$ cat config.mk
export PLATFORM = sky130hd
export DESIGN_NAME = polygon_centroid_shoelace_top
export DESIGN_NICKNAME = d
export VERILOG_FILES = /design/src/rtl/core/pcs_pkg.sv /design/src/rtl/core/polygon_centroid_shoelace_top.sv /design/src/rtl/core/pcs_mul.sv /design/src/rtl/core/pcs_div.sv
export VERILOG_INCLUDE_DIRS = /design/src /design/src/rtl/core
export SDC_FILE = /design/constraint.sdc
export NUM_CORES = 2
export LEC_CHECK = 0
export BUFFER_PORTS_ARGS = -buffer_cell sky130_fd_sc_hd__buf_2
export CORE_MARGIN = 3
export CORE_UTILIZATION = 45
export CTS_CLUSTER_DIAMETER = 120
export DETAILED_ROUTE_END_ITERATION = 6
export PLACE_DENSITY_LB_ADDON = 0.25
export SLEW_MARGIN = 30
export SYNTH_ARGS = -nofsm -noshare
export SYNTH_HDL_FRONTEND = slang
export SYNTH_SLANG_ARGS = --single-unit
$ cat constraint.sdc
create_clock -name clk_i -period 10.26 [get_ports clk_i]
set_input_delay 0.513 -clock clk_i [delete_from_list [all_inputs] [get_ports clk_i]]
set_output_delay 0.513 -clock clk_i [all_outputs]
set_load 0.01 [all_outputs]
$ cat src/rtl/core/polygon_centroid_shoelace_top_assert.svh
// ----------------------------------------------------------------------------
// Assertion macros for the polygon centroid block
// Clocked property checks that report through $error.
// ----------------------------------------------------------------------------
`ifndef POLYGON_CENTROID_SHOELACE_TOP_ASSERT_SVH
`define POLYGON_CENTROID_SHOELACE_TOP_ASSERT_SVH

// Check on every rising edge of clk_i outside reset.
`define PCS_ASSERT(label, prop, msg) \
  label: assert property (@(posedge clk_i) disable iff (!rst_ni) prop) \
    else $error(msg);

// Check on every rising edge of clk_i, reset included.
`define PCS_ASSERT_ALWAYS(label, prop, msg) \
  label: assert property (@(posedge clk_i) prop) else $error(msg);

`endif

$ cat src/rtl/core/pcs_pkg.sv
// ----------------------------------------------------------------------------
// pcs_pkg
// Widths, codes and handshake types shared by the centroid block modules.
// ----------------------------------------------------------------------------
package pcs_pkg;

  localparam int unsigned MaxVerticesDef = 256;
  localparam int unsigned MinVertices    = 3;

  localparam int unsigned CoordW   = 16;
  localparam int unsigned SumW     = CoordW + 1;       // sum of two coordinates
  localparam int unsigned CrossW   = 2 * CoordW + 1;   // signed cross product
  localparam int unsigned MulBW    = CrossW + 1;       // signed multiplier operand
  localparam int unsigned ProdW    = SumW + 1 + MulBW; // signed multiplier result
  localparam int unsigned AreaW    = 42;
  localparam int unsigned MomW     = 58;
  localparam int unsigned DenW     = AreaW + 2;        // three times the area
  localparam int unsigned TAreaW   = 33;
  localparam int unsigned QuotW    = CoordW;
  localparam int unsigned InDataW  = 2 * CoordW;
  localparam int unsigned OutPackW = 2 * CoordW + TAreaW;
  localparam int unsigned OutDataW = ((OutPackW + 7) / 8) * 8;

  typedef enum logic [2:0] {
    TAG_NONE,
    TAG_P0,
    TAG_P1,
    TAG_MX,
    TAG_MY
  } mul_tag_e;

  typedef struct packed {
    mul_tag_e              tag;
    logic [SumW-1:0]       a;
    logic [MulBW-1:0]      b;
  } mul_req_t;

  typedef struct packed {
    mul_tag_e              tag;
    logic [ProdW-1:0]      prod;
  } mul_rsp_t;

  typedef struct packed {
    logic                  start;
    logic [MomW-1:0]       num;
    logic [DenW-1:0]       den;
  } div_req_t;

  typedef struct packed {
    logic                  done;
    logic [QuotW-1:0]      quot;
  } div_rsp_t;

endpackage

$ cat src/rtl/core/polygon_centroid_shoelace_top.sv
// Each vertex runs a sequencer pass (accept, four multiplier issues, one wait for the
// cross product) before the next one is taken; a first vertex or one past the cap, if
// not also last, needs none. The result of the last vertex follows the remaining edges on
// the multiplier and two quotients on the divider; a clamped quotient ends early. A waiting
// output result holds back vertices only while the next one waits to emit. Reset (rst_ni
// low, asynchronous) clears the accumulators, the vertex count and the output valid at once.
// ----------------------------------------------------------------------------
// polygon_centroid_shoelace_top
// Shoelace centroid of a vertex stream: shared multiplier under a sequencer,
// closing edge on the last vertex, then a shared divider for both coordinates.
// ----------------------------------------------------------------------------
module polygon_centroid_shoelace_top
  import pcs_pkg::*;
#(
  parameter int unsigned MAX_VERTICES = MaxVerticesDef
) (
  input  logic                clk_i,
  input  logic                rst_ni,
  input  logic                s_axis_tvalid,
  output logic                s_axis_tready,
  input  logic [InDataW-1:0]  s_axis_tdata,   // vertex_x, vertex_y
  input  logic                s_axis_tlast,   // last_vertex
  output logic                m_axis_tvalid,
  input  logic                m_axis_tready,
  output logic [OutDataW-1:0] m_axis_tdata,   // centroid_x, centroid_y, twice_area, pad
  output logic                m_axis_tuser    // degenerate
);

`include "polygon_centroid_shoelace_top_assert.svh"

  localparam int unsigned CntW = $clog2(MAX_VERTICES + 1);

  typedef enum logic [3:0] {
    S_IDLE,
    S_M0,
    S_M1,
    S_WAIT,
    S_M2,
    S_M3,
    S_DRAIN,
    S_DIVX,
    S_WX,
    S_DIVY,
    S_WY,
    S_EMIT
  } state_e;

  state_e                  state_q, state_d;
  logic [CoordW-1:0]       first_x_q, first_x_d, first_y_q, first_y_d;
  logic [CoordW-1:0]       prev_x_q, prev_x_d, prev_y_q, prev_y_d;
  logic [CntW-1:0]         cnt_q, cnt_d;
  logic signed [AreaW-1:0] area_q, area_d;
  logic signed [MomW-1:0]  momx_q, momx_d, momy_q, momy_d;
  logic [CoordW-1:0]       ax_q, ax_d, ay_q, ay_d, bx_q, bx_d, by_q, by_d;
  logic [2*CoordW-1:0]     p0_q, p0_d;
  logic signed [CrossW-1:0] c_q, c_d;
  logic                    close_q, close_d, fin_q, fin_d;
  logic [DenW-1:0]         den_q, den_d;
  logic [TAreaW-1:0]       tarea_q, tarea_d;
  logic                    degen_q, degen_d;
  logic [QuotW-1:0]        qx_q, qx_d, qy_q, qy_d;
  logic                    ovalid_q, ovalid_d;
  logic [CoordW-1:0]       ocx_q, ocx_d, ocy_q, ocy_d;
  logic [TAreaW-1:0]       otarea_q, otarea_d;
  logic                    odegen_q, odegen_d;

  logic                    accept;
  logic [CoordW-1:0]       vx, vy;
  logic                    room, take_edge;
  logic signed [CrossW-1:0] cross_c;
  logic [AreaW-1:0]        area_abs;
  logic                    degen_c;
  logic [DenW-1:0]         area_ext;

  mul_req_t mul_req;
  mul_rsp_t mul_rsp;
  div_req_t div_req;
  div_rsp_t div_rsp;

  assign vx        = s_axis_tdata[CoordW-1:0];
  assign vy        = s_axis_tdata[2*CoordW-1:CoordW];
  assign s_axis_tready = (state_q == S_IDLE);
  assign accept    = s_axis_tvalid && s_axis_tready;
  assign room      = cnt_q < CntW'(MAX_VERTICES);
  assign take_edge = room && (cnt_q != '0);

  assign cross_c  = $signed({1'b0, p0_q}) - $signed({1'b0, mul_rsp.prod[2*CoordW-1:0]});
  assign area_abs = area_q[AreaW-1] ? (~area_q + 1'b1) : area_q;
  assign degen_c  = (area_q == '0) || (cnt_q < CntW'(MinVertices));
  assign area_ext = DenW'(area_q);

  // Multiplier issue per sequencer step.
  always_comb begin
    mul_req.tag = TAG_NONE;
    mul_req.a   = '0;
    mul_req.b   = '0;
    case (state_q)
      S_M0: begin
        mul_req.tag = TAG_P0;
        mul_req.a   = SumW'(ax_q);
        mul_req.b   = MulBW'(by_q);
      end
      S_M1: begin
        mul_req.tag = TAG_P1;
        mul_req.a   = SumW'(bx_q);
        mul_req.b   = MulBW'(ay_q);
      end
      S_M2: begin
        mul_req.tag = TAG_MX;
        mul_req.a   = SumW'(ax_q) + SumW'(bx_q);
        mul_req.b   = {c_q[CrossW-1], c_q};
      end
      S_M3: begin
        mul_req.tag = TAG_MY;
        mul_req.a   = SumW'(ay_q) + SumW'(by_q);
        mul_req.b   = {c_q[CrossW-1], c_q};
      end
      default: begin
        mul_req.tag = TAG_NONE;
      end
    endcase
  end

  assign div_req.start = (state_q == S_DIVX) || (state_q == S_DIVY);
  assign div_req.num   = (state_q == S_DIVY) ? momy_q : momx_q;
  assign div_req.den   = den_q;

  pcs_mul u_mul (
    .clk_i     (clk_i),
    .rst_ni    (rst_ni),
    .mul_req_i (mul_req),
    .mul_rsp_o (mul_rsp)
  );

  pcs_div u_div (
    .clk_i     (clk_i),
    .rst_ni    (rst_ni),
    .div_req_i (div_req),
    .div_rsp_o (div_rsp)
  );

  always_comb begin
    state_d   = state_q;
    first_x_d = first_x_q;
    first_y_d = first_y_q;
    prev_x_d  = prev_x_q;
    prev_y_d  = prev_y_q;
    cnt_d     = cnt_q;
    area_d    = area_q;
    momx_d    = momx_q;
    momy_d    = momy_q;
    ax_d      = ax_q;
    ay_d      = ay_q;
    bx_d      = bx_q;
    by_d      = by_q;
    p0_d      = p0_q;
    c_d       = c_q;
    close_d   = close_q;
    fin_d     = fin_q;
    den_d     = den_q;
    tarea_d   = tarea_q;
    degen_d   = degen_q;
    qx_d      = qx_q;
    qy_d      = qy_q;
    ovalid_d  = ovalid_q && !m_axis_tready;
    ocx_d     = ocx_q;
    ocy_d     = ocy_q;
    otarea_d  = otarea_q;
    odegen_d  = odegen_q;

    // Fold multiplier results into the sums, keyed by their tag.
    case (mul_rsp.tag)
      TAG_P0: p0_d = mul_rsp.prod[2*CoordW-1:0];
      TAG_P1: begin
        c_d    = cross_c;
        area_d = area_q + AreaW'(cross_c);
      end
      TAG_MX: momx_d = momx_q + MomW'($signed(mul_rsp.prod));
      TAG_MY: momy_d = momy_q + MomW'($signed(mul_rsp.prod));
      default: ;
    endcase

    case (state_q)
      S_IDLE: begin
        if (accept) begin
          if (room) begin
            if (cnt_q == '0) begin
              first_x_d = vx;
              first_y_d = vy;
            end
            prev_x_d = vx;
            prev_y_d = vy;
            cnt_d    = cnt_q + 1'b1;
          end
          if (take_edge) begin
            ax_d    = prev_x_q;
            ay_d    = prev_y_q;
            bx_d    = vx;
            by_d    = vy;
            close_d = s_axis_tlast;
            fin_d   = 1'b0;
            state_d = S_M0;
          end else if (s_axis_tlast) begin
            // closing edge only: new previous vertex back to the first
            ax_d    = room ? vx : prev_x_q;
            ay_d    = room ? vy : prev_y_q;
            bx_d    = (cnt_q == '0) ? vx : first_x_q;
            by_d    = (cnt_q == '0) ? vy : first_y_q;
            close_d = 1'b0;
            fin_d   = 1'b1;
            state_d = S_M0;
          end
        end
      end
      S_M0:   state_d = S_M1;
      S_M1:   state_d = S_WAIT;
      S_WAIT: state_d = S_M2;
      S_M2:   state_d = S_M3;
      S_M3: begin
        if (close_q) begin
          ax_d    = prev_x_q;
          ay_d    = prev_y_q;
          bx_d    = first_x_q;
          by_d    = first_y_q;
          close_d = 1'b0;
          fin_d   = 1'b1;
          state_d = S_M0;
        end else if (fin_q) begin
          state_d = S_DRAIN;
        end else begin
          state_d = S_IDLE;
        end
      end
      S_DRAIN: begin
        den_d   = area_ext + (area_ext << 1);
        degen_d = degen_c;
        tarea_d = (area_abs > AreaW'({TAreaW{1'b1}})) ? '1 : area_abs[TAreaW-1:0];
        qx_d    = '0;
        qy_d    = '0;
        fin_d   = 1'b0;
        state_d = degen_c ? S_EMIT : S_DIVX;
      end
      S_DIVX: state_d = S_WX;
      S_WX: begin
        if (div_rsp.done) begin
          qx_d    = div_rsp.quot;
          state_d = S_DIVY;
        end
      end
      S_DIVY: state_d = S_WY;
      S_WY: begin
        if (div_rsp.done) begin
          qy_d    = div_rsp.quot;
          state_d = S_EMIT;
        end
      end
      S_EMIT: begin
        // hold until the output register is free, then clear for the next polygon
        if (!ovalid_q || m_axis_tready) begin
          ovalid_d  = 1'b1;
          ocx_d     = qx_q;
          ocy_d     = qy_q;
          otarea_d  = tarea_q;
          odegen_d  = degen_q;
          first_x_d = '0;
          first_y_d = '0;
          prev_x_d  = '0;
          prev_y_d  = '0;
          cnt_d     = '0;
          area_d    = '0;
          momx_d    = '0;
          momy_d    = '0;
          state_d   = S_IDLE;
        end
      end
      default: state_d = S_IDLE;
    endcase
  end

  always_ff @(posedge clk_i or negedge rst_ni) begin
    if (!rst_ni) begin
      state_q   <= S_IDLE;
      first_x_q <= '0;
      first_y_q <= '0;
      prev_x_q  <= '0;
      prev_y_q  <= '0;
      cnt_q     <= '0;
      area_q    <= '0;
      momx_q    <= '0;
      momy_q    <= '0;
      ax_q      <= '0;
      ay_q      <= '0;
      bx_q      <= '0;
      by_q      <= '0;
      p0_q      <= '0;
      c_q       <= '0;
      close_q   <= 1'b0;
      fin_q     <= 1'b0;
      den_q     <= '0;
      tarea_q   <= '0;
      degen_q   <= 1'b0;
      qx_q      <= '0;
      qy_q      <= '0;
      ovalid_q  <= 1'b0;
      ocx_q     <= '0;
      ocy_q     <= '0;
      otarea_q  <= '0;
      odegen_q  <= 1'b0;
    end else begin
      state_q   <= state_d;
      first_x_q <= first_x_d;
      first_y_q <= first_y_d;
      prev_x_q  <= prev_x_d;
      prev_y_q  <= prev_y_d;
      cnt_q     <= cnt_d;
      area_q    <= area_d;
      momx_q    <= momx_d;
      momy_q    <= momy_d;
      ax_q      <= ax_d;
      ay_q      <= ay_d;
      bx_q      <= bx_d;
      by_q      <= by_d;
      p0_q      <= p0_d;
      c_q       <= c_d;
      close_q   <= close_d;
      fin_q     <= fin_d;
      den_q     <= den_d;
      tarea_q   <= tarea_d;
      degen_q   <= degen_d;
      qx_q      <= qx_d;
      qy_q      <= qy_d;
      ovalid_q  <= ovalid_d;
      ocx_q     <= ocx_d;
      ocy_q     <= ocy_d;
      otarea_q  <= otarea_d;
      odegen_q  <= odegen_d;
    end
  end

  assign m_axis_tvalid = ovalid_q;
  assign m_axis_tdata  = {{(OutDataW-OutPackW){1'b0}}, otarea_q, ocy_q, ocx_q};
  assign m_axis_tuser  = odegen_q;

  `PCS_ASSERT_ALWAYS(a_cnt_max, cnt_q <= CntW'(MAX_VERTICES), "vertex count past limit")
  `PCS_ASSERT(a_wait_p1, (state_q == S_WAIT) |-> (mul_rsp.tag == TAG_P1),
              "second cross product not back in time")
  `PCS_ASSERT(a_div_done, div_rsp.done |-> (state_q == S_WX || state_q == S_WY),
              "divider finished outside a wait step")
  `PCS_ASSERT(a_degen_zero, (m_axis_tvalid && m_axis_tuser) |-> (m_axis_tdata[31:0] == '0),
              "degenerate result with nonzero centroid")

endmodule

$ cat src/rtl/core/pcs_mul.sv
// ----------------------------------------------------------------------------
// pcs_mul
// Shared registered multiplier; the request tag travels with the product.
// ----------------------------------------------------------------------------
module pcs_mul
  import pcs_pkg::*;
(
  input  logic     clk_i,
  input  logic     rst_ni,
  input  mul_req_t mul_req_i,
  output mul_rsp_t mul_rsp_o
);

  logic signed [ProdW-1:0] prod_d;
  mul_rsp_t                rsp_q;

  // Operand a is unsigned, operand b is two's complement.
  assign prod_d = $signed({1'b0, mul_req_i.a}) * $signed(mul_req_i.b);

  always_ff @(posedge clk_i or negedge rst_ni) begin
    if (!rst_ni) begin
      rsp_q.tag  <= TAG_NONE;
      rsp_q.prod <= '0;
    end else begin
      rsp_q.tag  <= mul_req_i.tag;
      rsp_q.prod <= prod_d;
    end
  end

  assign mul_rsp_o = rsp_q;

endmodule

$ cat src/rtl/core/pcs_div.sv
// ----------------------------------------------------------------------------
// pcs_div
// Iterative restoring divider, one quotient bit per cycle, with the quotient
// truncated toward zero and clamped to 0..2^QuotW-1.
// ----------------------------------------------------------------------------
module pcs_div
  import pcs_pkg::*;
(
  input  logic     clk_i,
  input  logic     rst_ni,
  input  div_req_t div_req_i,
  output div_rsp_t div_rsp_o
);

  localparam int unsigned DshW  = DenW + QuotW;
  localparam int unsigned StepW = $clog2(QuotW + 1);

  logic [MomW-1:0]  num_abs;
  logic [DenW-1:0]  den_abs;
  logic             ge;

  logic             busy_q, busy_d;
  logic             done_q, done_d;
  logic             neg_q, neg_d;
  logic             sat_q, sat_d;
  logic [StepW-1:0] step_q, step_d;
  logic [MomW-1:0]  rem_q, rem_d;
  logic [DshW-1:0]  dsh_q, dsh_d;
  logic [QuotW-1:0] quot_q, quot_d;

  assign num_abs = div_req_i.num[MomW-1] ? (~div_req_i.num + 1'b1) : div_req_i.num;
  assign den_abs = div_req_i.den[DenW-1] ? (~div_req_i.den + 1'b1) : div_req_i.den;
  assign ge      = {{(DshW-MomW){1'b0}}, rem_q} >= dsh_q;

  always_comb begin
    busy_d = busy_q;
    done_d = 1'b0;
    neg_d  = neg_q;
    sat_d  = sat_q;
    step_d = step_q;
    rem_d  = rem_q;
    dsh_d  = dsh_q;
    quot_d = quot_q;
    if (div_req_i.start) begin
      busy_d = 1'b1;
      neg_d  = div_req_i.num[MomW-1] ^ div_req_i.den[DenW-1];
      sat_d  = 1'b0;
      step_d = StepW'(QuotW);
      rem_d  = num_abs;
      dsh_d  = {den_abs, {QuotW{1'b0}}};
      quot_d = '0;
    end else if (busy_q) begin
      dsh_d = dsh_q >> 1;
      if (step_q == StepW'(QuotW)) begin
        // quotient of at least 2^QuotW: clamp and stop
        if (ge) begin
          sat_d  = 1'b1;
          busy_d = 1'b0;
          done_d = 1'b1;
        end else begin
          step_d = step_q - 1'b1;
        end
      end else begin
        if (ge) begin
          rem_d  = rem_q - dsh_q[MomW-1:0];
          quot_d = quot_q | (QuotW'(1) << step_q[StepW-2:0]);
        end
        if (step_q == '0) begin
          busy_d = 1'b0;
          done_d = 1'b1;
        end else begin
          step_d = step_q - 1'b1;
        end
      end
    end
  end

  always_ff @(posedge clk_i or negedge rst_ni) begin
    if (!rst_ni) begin
      busy_q <= 1'b0;
      done_q <= 1'b0;
      neg_q  <= 1'b0;
      sat_q  <= 1'b0;
      step_q <= '0;
      rem_q  <= '0;
      dsh_q  <= '0;
      quot_q <= '0;
    end else begin
      busy_q <= busy_d;
      done_q <= done_d;
      neg_q  <= neg_d;
      sat_q  <= sat_d;
      step_q <= step_d;
      rem_q  <= rem_d;
      dsh_q  <= dsh_d;
      quot_q <= quot_d;
    end
  end

  // Opposite signs give a quotient of zero or below, which clamps to zero.
  assign div_rsp_o.done = done_q;
  assign div_rsp_o.quot = neg_q ? '0 : (sat_q ? '1 : quot_q);

endmodule
==> metrics.md <==
| Metric | Value |
|---|---|
| Outcome | completed |
| CTS tree | yes |
| Cell class contributing the biggest share of worst-path delay | adder cells |
| Largest net degree at the start of global routing | 147 |
| Most frequent cells in the layout | 1342 x nand2_1, 864 x inv_1, 740 x dfrtp_1 |
| Mux share of post-synthesis cell area | 3.30% |
| Port Buffers | 104 |
| Final hold slack | 0.0731 ns |
| Cell Rows | 145 |
| Worst min-delay path class | input pin to flop |
| Die ar. | 162000 µm² |
| Cell Pwr Density | 81.7 nW/µm² |
| Critical-path maximum fanout | 17 |
| Worst rel slew slack | 29.1% |
| CP Capture Type | flop |
| Final Util | 49.0% |
| Most used cell along the critical path | fa_1 |
| Post-DP HPWL | 165000 µm |
| Peak VDD IR | 143 µV |
| Yosys reg bits | 741 |
| CTS Buf Count | 86 |
| Post-route setup TNS | 0 ns |
| Post-route total power | 6.26 mW |
| Setup bufs post-CTS | 0 |
| First-pass GRT wire length | 341000 µm |
| Worst R2R End | u_mul.mul_rsp_o[50]$_DFF_PN0_ |
| Critical Path Source Type | flop |
| # DRC | 0 |
| Area growth syn-to-layout | 8.03% |
| Antenna-violating nets left | 0 |
| Final Setup Violations | 0 |
| GRT Util Overall | 26.2% |
| Setup slack, reg-to-reg | 0.62 ns |
| CTS Buffer Depth | 3 |
| Synth top area share | 26.1% |
| WP buf/inv | 6 |
| Clock-pin slew on the worst setup and hold paths | 0.06 ns |
| Initial Util | 45.3% |
| Leakage | 38.6 nW |
| Initial antenna violation count | 1 |
| Final Max Tran Viols | 0 |
| Fraction of the mapped netlist area in simple logic gates | 17.6% |
| Core box area | 156000 µm² |
| Crit Path Class | flop to flop |
| Post-synth EDFFs | 0 |
| Vias post-DR | 59900 |
| CP required | 10.82 ns |
| Least-Margin Pin Slew | 1.06 ns |
| Clock sinks | 741 |
| Final min period | 9.64 ns |
| Achievable frequency | 0.104 GHz |
| Tcrit/Tclk final | 93.9% |
| Yosys top cell by area | dfrtp_1 |
| Post-Syn Instances | 8423 |
| Max stage delay cell, worst path | a21boi_2 |
| Max-cap viol count | 0 |
| Reg2Reg Depth | 34 |
| Synth warn | 0 |
| WL final | 213000 µm |
| Share of cells above drive strength 1 | 5.58% |
| RD Place Congestion | 0.962 |
| Drt initial violations | 4813 |
| Commonest non-fill, non-tap cell in the layout | nand2_1 |
| Hold Path Depth | 3 |
| Final hold vios | 0 |
| GRT overflow | 0 |
| Mapped cell area | 70900 µm² |
| Arrival time at the worst endpoint | 10.19 ns |
| Synth area leaders | dfrtp_1 26%, fa_1 15%, ha_1 8.6% |
| Die height | 403 µm |
| Sequential fraction of the synthesis area | 26.1% |
| Worst Hold End | prev_y_q[4]$_DFFE_PN0P_ |
| XOR/XNOR share of the synthesized area | 5.16% |
| DR WL met3 | 11800 µm |
| First-pass iteration count of the detailed router | 7 |
| DR top layer | met4 |
| DIE WIDTH | 403 µm |
| Min-delay src | s_axis_tdata[20] |
| Netlist cell types | 87 |
| Reg-to-Reg Start | ax_q[1]$_DFFE_PN0P_ |
| DR WL met2 | 99800 µm |
| Mean Syn Cell Area | 8.42 µm² |
| Synth async-reset ratio | 100% |
| Vias in the first global route | 60300 |
| Wire length on met1 | 94400 µm |
| Largest family of logic cells by synthesized area | adder cells |
| Unrepaired setup endpoints after global routing | false |
| CTS H-tree lvls | 3 |
| Clk_skew | 0.0724 ns |
| Layout Nets | 9388 |
| Synth Flop Type | dfrtp_1 |
| Post-Synth Adder-Cell Area | 24.1% |
| CTS root buffer | clkbuf_16 |
| CP peak stage delay | 0.70 ns |
| Via density | 5.73 |
| WL/cell | 20.4 µm |
| Latest clock arrival within the worst-skew pair | 0.73 ns |
| Ports | 112 |
| Synth Area in Compound Gates | 17.0% |
[power breakdown]
part | switching [mW] | internal (mW) | total (mW) | leakage [nW]
Sequential | 0.0000000000000000121 | 2.92 | 2.92 | 10.3
Clock | 1.36 | 1.90 | 3.26 | 1.45
Combinational | 0.0692 | 0.0118 | 0.0810 | 26.8
Total | 1.43 | 4.84 | 6.26 | 38.6
[per-stage QoR]
stage	cell area (µm²)	std cells	setup slack, ns
floorplan	70900	8429	1.69
global placement	73500	10300	0.492
detailed placement	73500	10300	0.325
CTS	76500	10400	0.286
global route	76600	10400	0.0824
finish	76600	10400	0.621
[worst reg2reg max path, delay by kind of cell, from the launching register on]
family,cells,cell delay (ns)
fa+ha+maj,8,3.78
compound gates,12,3.49
simple gates,6,0.96
buf+inv,6,0.65
flops,1,0.41
xor+xnor,2,0.22
[what timing repair did]
action                                  4_1_cts  5_1_grt
endpoints found under the hold margin        62        0
resized for setup                             0        4
endpoints found under the setup margin        0        8
hold buffers                                  1        0
[routing by layer]
metal | up-vias | GRT usage [%]
li1 | 28100 | -
met1 | 29800 | 35.5
met2 | 1627 | 43.9
met3 | 340 | 3.48
met4 | 0 | 7.58
met5 | - | 0
[kinds of logic (layout without fill, tap and decap cells)]
logic type / count (synthesis) / count (layout)
AND/OR/NAND/NOR: 2821 / 2821
AO/OA/AOI/OAI: 1910 / 1910
other: 1 / 10
flip-flops: 741 / 741
XOR/XNOR: 418 / 418
buffers and inverters: 1266 / 1218
multiplexers: 229 / 229
adder cells (fa/ha/maj): 1037 / 1037
[flip-flops by register name, indices dropped and copies added, names as in the netlist, 42 cells and up]
signal	count
u_mul.mul_rsp_o	55
den_q	44
area_q	42
momx_q	58
u_div.rem_q	58
momy_q	58
u_div.dsh_q	60
[Yosys cell counts (all sizes together) (102+ instances only)]
cell type,n
o21ai,358
a21o,249
nand3,136
a21oi,656
and3,102
dfrtp,741
clkbuf,361
ha,489
xor2,150
fa,548
nand2,1346
nor2,684
nor3,126
inv,864
xnor2,268
mux2i,189
[worst max-delay path by stage]
stage | to | slack (ns) | cells after the start | from
2_1_floorplan | u_mul.mul_rsp_o[50]$_DFF_PN0_ | 1.69 | 35 | ay_q[0]$_DFFE_PN0P_
3_3_place_gp | u_mul.mul_rsp_o[45]$_DFF_PN0_ | 0.49 | 32 | ay_q[0]$_DFFE_PN0P_
3_5_place_dp | u_mul.mul_rsp_o[43]$_DFF_PN0_ | 0.32 | 32 | ay_q[0]$_DFFE_PN0P_
4_1_cts | u_mul.mul_rsp_o[43]$_DFF_PN0_ | 0.29 | 32 | ay_q[0]$_DFFE_PN0P_
5_1_grt | u_mul.mul_rsp_o[50]$_DFF_PN0_ | 0.08 | 34 | ax_q[1]$_DFFE_PN0P_
6_report | u_mul.mul_rsp_o[50]$_DFF_PN0_ | 0.62 | 34 | ax_q[1]$_DFFE_PN0P_
[cell type report]
class	count	area [µm²]
antenna	3	7.51
clock buffer	128	2530
clock inverter	27	485
fill	15000	79800
inverter	865	3250
multi-input combinational	6422	47900
sequential	741	18500
tap	2058	2570
timing repair buffer	198	1320
No activity file was read; power rests on OpenSTA's default activity.
